[config.mk]
export PLATFORM = sky130hd
export DESIGN_NAME = postfix_stack_evaluator_top
export DESIGN_NICKNAME = d
export VERILOG_FILES = /design/src/hw/rtl/pse_pkg.sv /design/src/hw/rtl/pse_stack_ram.sv /design/src/hw/rtl/pse_divider.sv /design/src/hw/rtl/postfix_stack_evaluator_top.sv
export SDC_FILE = /design/constraint.sdc
export NUM_CORES = 2
export LEC_CHECK = 0
export CAP_MARGIN = 25
export CORE_MARGIN = 10
export CORE_UTILIZATION = 45
export DETAILED_ROUTE_END_ITERATION = 6
export DONT_BUFFER_PORTS = 1
export HOLD_SLACK_MARGIN = 0.05
export SYNTH_ARGS = -nofsm -noshare
export SYNTH_HDL_FRONTEND = slang
export SYNTH_SLANG_ARGS = --single-unit
[constraint.sdc]
create_clock -name clk -period 10.1 [get_ports clk]
set_input_delay 1.515 -clock clk [delete_from_list [all_inputs] [get_ports clk]]
set_output_delay 1.515 -clock clk [all_outputs]
set_load 0.02 [all_outputs]
[src/hw/rtl/pse_pkg.sv]
// ============================================================================
// pse_pkg: shared types and constants of the postfix stack evaluator
// Token codes, internal operation codes, status codes and divider interface.
// ============================================================================
package pse_pkg;

    localparam int unsigned WORD_W = 32;

    typedef logic [2:0] status_t;
    typedef logic [2:0] op_t;

    // Operator tokens as they arrive on the token input.
    localparam logic signed [WORD_W-1:0] TOK_ADD = -32'sd1;
    localparam logic signed [WORD_W-1:0] TOK_SUB = -32'sd2;
    localparam logic signed [WORD_W-1:0] TOK_MUL = -32'sd3;
    localparam logic signed [WORD_W-1:0] TOK_DIV = -32'sd4;
    localparam logic signed [WORD_W-1:0] TOK_END = 32'sd0;

    localparam op_t OP_ADD  = 3'd0;
    localparam op_t OP_SUB  = 3'd1;
    localparam op_t OP_MUL  = 3'd2;
    localparam op_t OP_DIV  = 3'd3;
    localparam op_t OP_DROP = 3'd4;

    localparam status_t ST_OK        = 3'd0;
    localparam status_t ST_UNDERFLOW = 3'd1;
    localparam status_t ST_LEFTOVER  = 3'd2;
    localparam status_t ST_EMPTY     = 3'd3;
    localparam status_t ST_DIVZERO   = 3'd4;
    localparam status_t ST_OVERFLOW  = 3'd5;

    typedef struct packed {
        logic              start;
        logic [WORD_W-1:0] dividend;
        logic [WORD_W-1:0] divisor;
    } div_req_t;

    typedef struct packed {
        logic              done;
        logic [WORD_W-1:0] quotient;
    } div_rsp_t;

endpackage

[src/hw/rtl/pse_stack_ram.sv]
// ============================================================================
// pse_stack_ram: operand stack storage
// Single-port-write, single-port-read synchronous RAM with registered read.
// ============================================================================
module pse_stack_ram #(
    parameter int unsigned DEPTH = 64,
    parameter int unsigned AW    = 6
) (
    input  logic                         clk,
    input  logic                         wr_en,
    input  logic [AW-1:0]                wr_addr,
    input  logic [pse_pkg::WORD_W-1:0]   wr_data,
    input  logic                         rd_en,
    input  logic [AW-1:0]                rd_addr,
    output logic [pse_pkg::WORD_W-1:0]   rd_data
);

    logic [pse_pkg::WORD_W-1:0] mem [DEPTH];
    logic [pse_pkg::WORD_W-1:0] rd_data_reg;

    always_ff @(posedge clk)
    begin
        if (wr_en)
        begin
            mem[wr_addr] <= wr_data;
        end
    end

    always_ff @(posedge clk)
    begin
        if (rd_en)
        begin
            rd_data_reg <= mem[rd_addr];
        end
    end

    assign rd_data = rd_data_reg;

endmodule

[src/hw/rtl/pse_divider.sv]
// ============================================================================
// pse_divider: signed truncating divider
// Restoring radix-2 division on magnitudes, one quotient bit per cycle.
// ============================================================================
module pse_divider (
    input  logic              clk,
    input  logic              rst_n,
    input  pse_pkg::div_req_t req,
    output pse_pkg::div_rsp_t rsp
);

    localparam int unsigned W  = pse_pkg::WORD_W;
    localparam int unsigned CW = $clog2(W);

    logic          busy_reg, busy_next;
    logic          done_reg, done_next;
    logic [CW-1:0] cnt_reg, cnt_next;
    logic [W:0]    rem_reg, rem_next;
    logic [W-1:0]  quo_reg, quo_next;
    logic [W-1:0]  mb_reg, mb_next;
    logic          neg_reg, neg_next;

    logic [W:0]    trial;
    logic [W-1:0]  mag_a;
    logic [W-1:0]  mag_b;

    assign mag_a = req.dividend[W-1] ? (W'(0) - req.dividend) : req.dividend;
    assign mag_b = req.divisor[W-1] ? (W'(0) - req.divisor) : req.divisor;
    assign trial = {rem_reg[W-1:0], quo_reg[W-1]};

    always_comb
    begin
        busy_next = busy_reg;
        done_next = 1'b0;
        cnt_next  = cnt_reg;
        rem_next  = rem_reg;
        quo_next  = quo_reg;
        mb_next   = mb_reg;
        neg_next  = neg_reg;
        if (req.start)
        begin
            busy_next = 1'b1;
            cnt_next  = '0;
            rem_next  = '0;
            quo_next  = mag_a;
            mb_next   = mag_b;
            neg_next  = req.dividend[W-1] ^ req.divisor[W-1];
        end
        else if (busy_reg)
        begin
            // The dividend shifts out of the top of quo while quotient bits enter below.
            if (trial >= {1'b0, mb_reg})
            begin
                rem_next = trial - {1'b0, mb_reg};
                quo_next = {quo_reg[W-2:0], 1'b1};
            end
            else
            begin
                rem_next = trial;
                quo_next = {quo_reg[W-2:0], 1'b0};
            end
            cnt_next = cnt_reg + CW'(1);
            if (cnt_reg == CW'(W - 1))
            begin
                busy_next = 1'b0;
                done_next = 1'b1;
            end
        end
    end

    always_ff @(posedge clk or negedge rst_n)
    begin
        if (!rst_n)
        begin
            busy_reg <= 1'b0;
            done_reg <= 1'b0;
            cnt_reg  <= '0;
        end
        else
        begin
            busy_reg <= busy_next;
            done_reg <= done_next;
            cnt_reg  <= cnt_next;
        end
    end

    always_ff @(posedge clk)
    begin
        rem_reg <= rem_next;
        quo_reg <= quo_next;
        mb_reg  <= mb_next;
        neg_reg <= neg_next;
    end

    assign rsp.done     = done_reg;
    assign rsp.quotient = neg_reg ? (W'(0) - quo_reg) : quo_reg;

endmodule

[src/hw/rtl/postfix_stack_evaluator_top.sv]
// ============================================================================
// postfix_stack_evaluator_top: postfix expression evaluator
// Evaluates a stream of postfix tokens on an operand stack held in RAM.
// ============================================================================
//
//  Channel   Signals                              Direction  Moves
//  token     token_valid, token_stall, token      in         one token per item
//  result    result_valid, result_stall,          out        one item per end token
//            value, status
//
//  A push, an end token, an ignored token or one that latches an error is
//  handled in the idle state, as is a drop that empties the stack. Add,
//  subtract, multiply and any other drop read the stack RAM below the cached
//  top, then combine in the execute state. Divide reads the RAM, starts the
//  bit-serial divider (32 steps) and waits in the divide state for its result.
//  Reset clears the depth, the error code and the result valid flag; the RAM
//  needs no clearing because only entries below the depth are read.
//  A waiting result stalls only a following end token; other tokens go on.
//
module postfix_stack_evaluator_top #(
    parameter int unsigned STACK_DEPTH = 64
) (
    input  logic                                clk,
    input  logic                                rst_n,
    input  logic                                token_valid,
    output logic                                token_stall,
    input  logic signed [pse_pkg::WORD_W-1:0]   token,
    output logic                                result_valid,
    input  logic                                result_stall,
    output logic signed [pse_pkg::WORD_W-1:0]   value,
    output logic [2:0]                          status
);

    localparam int unsigned W  = pse_pkg::WORD_W;
    localparam int unsigned AW = (STACK_DEPTH > 1) ? $clog2(STACK_DEPTH) : 1;
    localparam int unsigned DW = $clog2(STACK_DEPTH + 1);

    localparam logic [1:0] S_IDLE = 2'd0;
    localparam logic [1:0] S_EXEC = 2'd1;
    localparam logic [1:0] S_DIV  = 2'd2;

    logic [1:0]             state_reg, state_next;
    logic [DW-1:0]          depth_reg, depth_next;
    pse_pkg::status_t       err_reg, err_next;
    pse_pkg::op_t           op_reg, op_next;
    logic [W-1:0]           top_reg, top_next;

    logic                   res_valid_reg, res_valid_next;
    logic [W-1:0]           res_value_reg, res_value_next;
    pse_pkg::status_t       res_status_reg, res_status_next;

    logic                   accept;
    logic                   is_end;
    logic                   ram_wr_en;
    logic [AW-1:0]          ram_wr_addr;
    logic                   ram_rd_en;
    logic [AW-1:0]          ram_rd_addr;
    logic [W-1:0]           ram_rd_data;
    logic [W-1:0]           product;
    pse_pkg::div_req_t      div_req;
    pse_pkg::div_rsp_t      div_rsp;
    pse_pkg::op_t           tok_op;

    assign is_end      = (token == pse_pkg::TOK_END);
    assign token_stall = (state_reg != S_IDLE) || (res_valid_reg && result_stall && is_end);
    assign accept      = token_valid && !token_stall;
    assign product     = ram_rd_data * top_reg;

    always_comb
    begin
        case (token)
            pse_pkg::TOK_ADD: tok_op = pse_pkg::OP_ADD;
            pse_pkg::TOK_SUB: tok_op = pse_pkg::OP_SUB;
            pse_pkg::TOK_MUL: tok_op = pse_pkg::OP_MUL;
            pse_pkg::TOK_DIV: tok_op = pse_pkg::OP_DIV;
            default:          tok_op = pse_pkg::OP_DROP;
        endcase
    end

    always_comb
    begin
        state_next       = state_reg;
        depth_next       = depth_reg;
        err_next         = err_reg;
        op_next          = op_reg;
        top_next         = top_reg;
        res_valid_next   = res_valid_reg && result_stall;
        res_value_next   = res_value_reg;
        res_status_next  = res_status_reg;
        ram_wr_en        = 1'b0;
        ram_wr_addr      = AW'(depth_reg - DW'(1));
        ram_rd_en        = 1'b0;
        ram_rd_addr      = AW'(depth_reg - DW'(2));
        div_req.start    = 1'b0;
        div_req.dividend = ram_rd_data;
        div_req.divisor  = top_reg;

        case (state_reg)
            S_IDLE:
            begin
                if (accept)
                begin
                    if (is_end)
                    begin
                        res_valid_next = 1'b1;
                        res_value_next = '0;
                        if (err_reg != pse_pkg::ST_OK)
                        begin
                            res_status_next = err_reg;
                        end
                        else if (depth_reg == '0)
                        begin
                            res_status_next = pse_pkg::ST_EMPTY;
                        end
                        else if (depth_reg > DW'(1))
                        begin
                            res_status_next = pse_pkg::ST_LEFTOVER;
                        end
                        else
                        begin
                            res_status_next = pse_pkg::ST_OK;
                            res_value_next  = top_reg;
                        end
                        depth_next = '0;
                        err_next   = pse_pkg::ST_OK;
                    end
                    else if (err_reg != pse_pkg::ST_OK)
                    begin
                        // Tokens are dropped until the end token once an error is held.
                    end
                    else if (!token[W-1])
                    begin
                        if (depth_reg >= DW'(STACK_DEPTH))
                        begin
                            err_next = pse_pkg::ST_OVERFLOW;
                        end
                        else
                        begin
                            // The old top moves down into the RAM; the new value is cached.
                            ram_wr_en  = (depth_reg != '0);
                            top_next   = token;
                            depth_next = depth_reg + DW'(1);
                        end
                    end
                    else if (depth_reg < DW'(2))
                    begin
                        err_next = pse_pkg::ST_UNDERFLOW;
                    end
                    else if ((tok_op == pse_pkg::OP_DIV) && (top_reg == '0))
                    begin
                        err_next = pse_pkg::ST_DIVZERO;
                    end
                    else if ((tok_op == pse_pkg::OP_DROP) && (depth_reg == DW'(2)))
                    begin
                        depth_next = '0;
                    end
                    else
                    begin
                        // A drop needs the entry under both operands as its new top.
                        ram_rd_en = 1'b1;
                        if (tok_op == pse_pkg::OP_DROP)
                        begin
                            ram_rd_addr = AW'(depth_reg - DW'(3));
                        end
                        op_next    = tok_op;
                        state_next = S_EXEC;
                    end
                end
            end

            S_EXEC:
            begin
                state_next = S_IDLE;
                depth_next = depth_reg - DW'(1);
                case (op_reg)
                    pse_pkg::OP_ADD: top_next = ram_rd_data + top_reg;
                    pse_pkg::OP_SUB: top_next = ram_rd_data - top_reg;
                    pse_pkg::OP_MUL: top_next = product;
                    pse_pkg::OP_DIV:
                    begin
                        div_req.start = 1'b1;
                        depth_next    = depth_reg;
                        state_next    = S_DIV;
                    end
                    default:
                    begin
                        top_next   = ram_rd_data;
                        depth_next = depth_reg - DW'(2);
                    end
                endcase
            end

            S_DIV:
            begin
                if (div_rsp.done)
                begin
                    top_next   = div_rsp.quotient;
                    depth_next = depth_reg - DW'(1);
                    state_next = S_IDLE;
                end
            end

            default:
            begin
                state_next = S_IDLE;
            end
        endcase
    end

    always_ff @(posedge clk or negedge rst_n)
    begin
        if (!rst_n)
        begin
            state_reg     <= S_IDLE;
            depth_reg     <= '0;
            err_reg       <= pse_pkg::ST_OK;
            res_valid_reg <= 1'b0;
        end
        else
        begin
            state_reg     <= state_next;
            depth_reg     <= depth_next;
            err_reg       <= err_next;
            res_valid_reg <= res_valid_next;
        end
    end

    always_ff @(posedge clk)
    begin
        op_reg         <= op_next;
        top_reg        <= top_next;
        res_value_reg  <= res_value_next;
        res_status_reg <= res_status_next;
    end

    pse_stack_ram #(
        .DEPTH (STACK_DEPTH),
        .AW    (AW)
    ) u_stack_ram (
        .clk     (clk),
        .wr_en   (ram_wr_en),
        .wr_addr (ram_wr_addr),
        .wr_data (top_reg),
        .rd_en   (ram_rd_en),
        .rd_addr (ram_rd_addr),
        .rd_data (ram_rd_data)
    );

    pse_divider u_divider (
        .clk   (clk),
        .rst_n (rst_n),
        .req   (div_req),
        .rsp   (div_rsp)
    );

    assign result_valid = res_valid_reg;
    assign value        = res_value_reg;
    assign status       = res_status_reg;

endmodule
==> metrics.md <==
| Metric | Value |
|---|---|
| Status | `completed` |
| Synth top cells by count | `2215 x edfxtp_1, 1980 x nand2_1, 659 x nand3_1` |
| Yosys top cell area share | `0.594` |
| Vias in the first global route | `75100` |
| GPL Wtd Cong | `0.933` |
| Ys flop type | `edfxtp_1` |
| Sink Count | `2266` |
| Clk_lat worst skew | `920 ps` |
| DRT antenna net count | `0` |
| Total negative setup slack | `0 ps` |
| Clock Tree Buf Depth | `3` |
| Top delay family on crit path | `adder cells` |
| DIE WIDTH | `519 um` |
| Pins Over Slew Limit | `0` |
| Fin crit share | `0.816` |
| Drt pass-1 iters | `6` |
| Max stage delay on crit path | `950 ps` |
| Fin nets | `9811` |
| Crit Path Class | `reg -> reg` |
| Worst vdd ir | `0.000180 V` |
| RSZ-0062 raised after global routing | `no` |
| CTS H-tree depth | `4` |
| Post-synth EDFFs | `2215` |
| Syn Inst Count | `9201` |
| Setup violators final | `0` |
| Seq/Total Area, Yosys | `0.604` |
| Clk slew on worst S/H paths | `60 ps` |
| Slowest-stage cell, CP | `edfxtp_1` |
| Setup bufs post-CTS | `0` |
| CTS tree | `done` |
| Area grow syn2layout | `10.9%` |
| GRT Residual Overflow | `0` |
| Ranking of synthesized cells by area | `edfxtp_1 59%, fa_1 7.3%, nand2_1 6.6%` |
| Setup slack, reg-to-reg | `1860 ps` |
| Die ar. | `269000 um2` |
| Cts repair resizes | `0` |
| CP endpoint kind | `register` |
| Final total power | `0.0188 W` |
| Antenna violations before repair | `35` |
| Number of I/O pins | `73` |
| Buf/Inv on CP | `3` |
| Setup crit start kind | `register` |
| Net count after synthesis | `9851` |
| Initial Utilization | `0.451` |
| First-pass GRT wire length | `525000 um` |
| Maximum number of pins on one net before global-route repair | `151` |
| Crit path max fanout | `56` |
| DR vias | `76600` |
| Core footprint | `248000 um2` |
| # port buffers | `0` |
| Yosys warning total | `0` |
| Post-Syn Area | `112000 um2` |
| Total Wirelength | `363000 um` |
| Leakage | `46.0 nW` |
| DR WL/cell | `28.6 um` |
| Power density of the placed cells | `151 nW/um2` |
| Worst Max-Slew Pin Slew | `1130 ps` |
| Die height | `519 um` |
| Starting DRT DRC Count | `10700` |
| Final hold vios | `0` |
| Share of cells above drive strength 1 | `0.0833` |
| Slew margin rel. | `0.248` |
| Synthesized flop and latch total | `2266` |
| Via density | `6.04` |
| TritonCTS Buffers | `228` |
| Hold crit path type | `in -> async` |
| Max Clock Freq | `121 MHz` |
| Root buffer cell | `clkbuf_16` |
| DRC viols | `0` |
| Cell Rows | `183` |
| Mean post-synth cell area | `12.2 um2` |
| Clock period minus worst slack | `8240 ps` |
| Critical Path RT | `10730 ps` |
| Clock skew | `87.6 ps` |
| CP Cell Sequence | `buf_4 -> and2_1 -> fa_1 -> fa_1 -> fa_1 -> inv_1 -> fa_1 -> inv_1 -> fa_1 -> fa_1 -> fa_1 -> fa_1 -> ha_1 -> or3_1 -> o22ai_1 -> o21bai_1 -> a21oi_1 -> o21ai_0 -> o21ai_0 -> mux2i_1 -> a2111oi_0 -> o31ai_1` |
| Max FFs per register | `2048` |
| Finished Core Util | `0.500` |
| HPWL Detailed | `218000 um` |
| Max Cap Violations | `0` |
| Critical path arrival | `8870 ps` |
| Cell with the most instances after synthesis | `edfxtp_1` |
| Distinct cell type count after synthesis | `89` |
| Largest Register | `u_stack_ram.mem` |
| Global-route usage over all layers | `0.262` |
| Largest area contributor in the netlist | `edfxtp_1` |
| Ys async rst share | `0.00838` |
| Hold Buf Count CTS | `0` |
| CP dominant cell by count | `fa_1` |
==> per-layer routing <==
layer | routed length (um) | track usage | vias to the layer above
met4 | 16900 | 0.110 | 18
met3 | 41800 | 0.0629 | 842
met5 | 119 | 0 | -
li1 | - | - | 32700
met2 | 164000 | 0.408 | 4528
met1 | 140000 | 0.352 | 38500
==> final timing paths <==
check	start	endpoint	cells past startpoint
max	top_reg[6]	top_reg[30]	22
min	rst_n	u_divider.cnt_reg[0]	0
max reg2reg	top_reg[6]	top_reg[30]	22
min reg2reg	u_divider.rem_reg[21]	u_divider.rem_reg[22]	2
max in group asynchronous	rst_n	depth_reg[4]	0
min in group clk	u_divider.rem_reg[21]	u_divider.rem_reg[22]	2
==> logic make-up (layout without fill, tap and decap cells) <==
logic type      Yosys count  in the layout  synth area share
compound gates         1135           1135            0.0664
xor+xnor                263            263            0.0206
fa+ha+maj               614            614            0.0961
buf+inv                1030           1180            0.0384
flops                  2266           2266             0.604
mux                     296            296            0.0301
other cells               0             11                 0
simple gates           3597           3597             0.145
==> cell usage in the layout (no fill, tap or decap), types with 80 or more instances in the layout <==
master	n
edfxtp_1	2215
nand2_1	1978
nand3_1	659
inv_1	450
fa_1	410
and2_1	343
a21oi_1	308
buf_4	274
mux2i_1	259
clkbuf_16	228
o21ai_0	218
ha_1	204
xnor2_1	161
nor2_1	149
a31oi_1	115
xor2_1	102
o221ai_1	91
nor3_1	82
and3_1	80
==> per-stage QoR <==
stage / setup WS [ps] / std cells / cell area (um2) / hold slack (ps)
after floorplan: 1650 / 9201 / 112000 / 446
after global placement: 1940 / 12200 / 117000 / 477
after detailed placement: 1880 / 12300 / 117000 / 481
after CTS: 1860 / 12700 / 124000 / 237
after global routing: 1370 / 12700 / 124000 / 275
final: 1860 / 12700 / 124000 / 313
==> worst register-to-register path, delay by kind of cell, from the launching register on <==
family / cells / cell delay (ps)
flops: 1 / 950
compound gates: 7 / 1420
mux: 1 / 120
simple gates: 2 / 640
fa+ha+maj: 9 / 4100
buf+inv: 3 / 750
==> cell type report <==
class,instances,area (um2)
fill,21600,124000
tap,3330,4170
multi-input combinational,5905,40800
clock inverter,137,1370
inverter,453,1700
sequential,2266,67600
clock buffer,283,5910
antenna,11,27.5
timing repair buffer,307,2580
==> power breakdown <==
part           internal (W)  switching [W]
Combinational     0.0000839       0.000258
Sequential           0.0102     0.00000129
Clock               0.00458        0.00372
Total                0.0148        0.00397
Power figures use the tool's default switching activity.
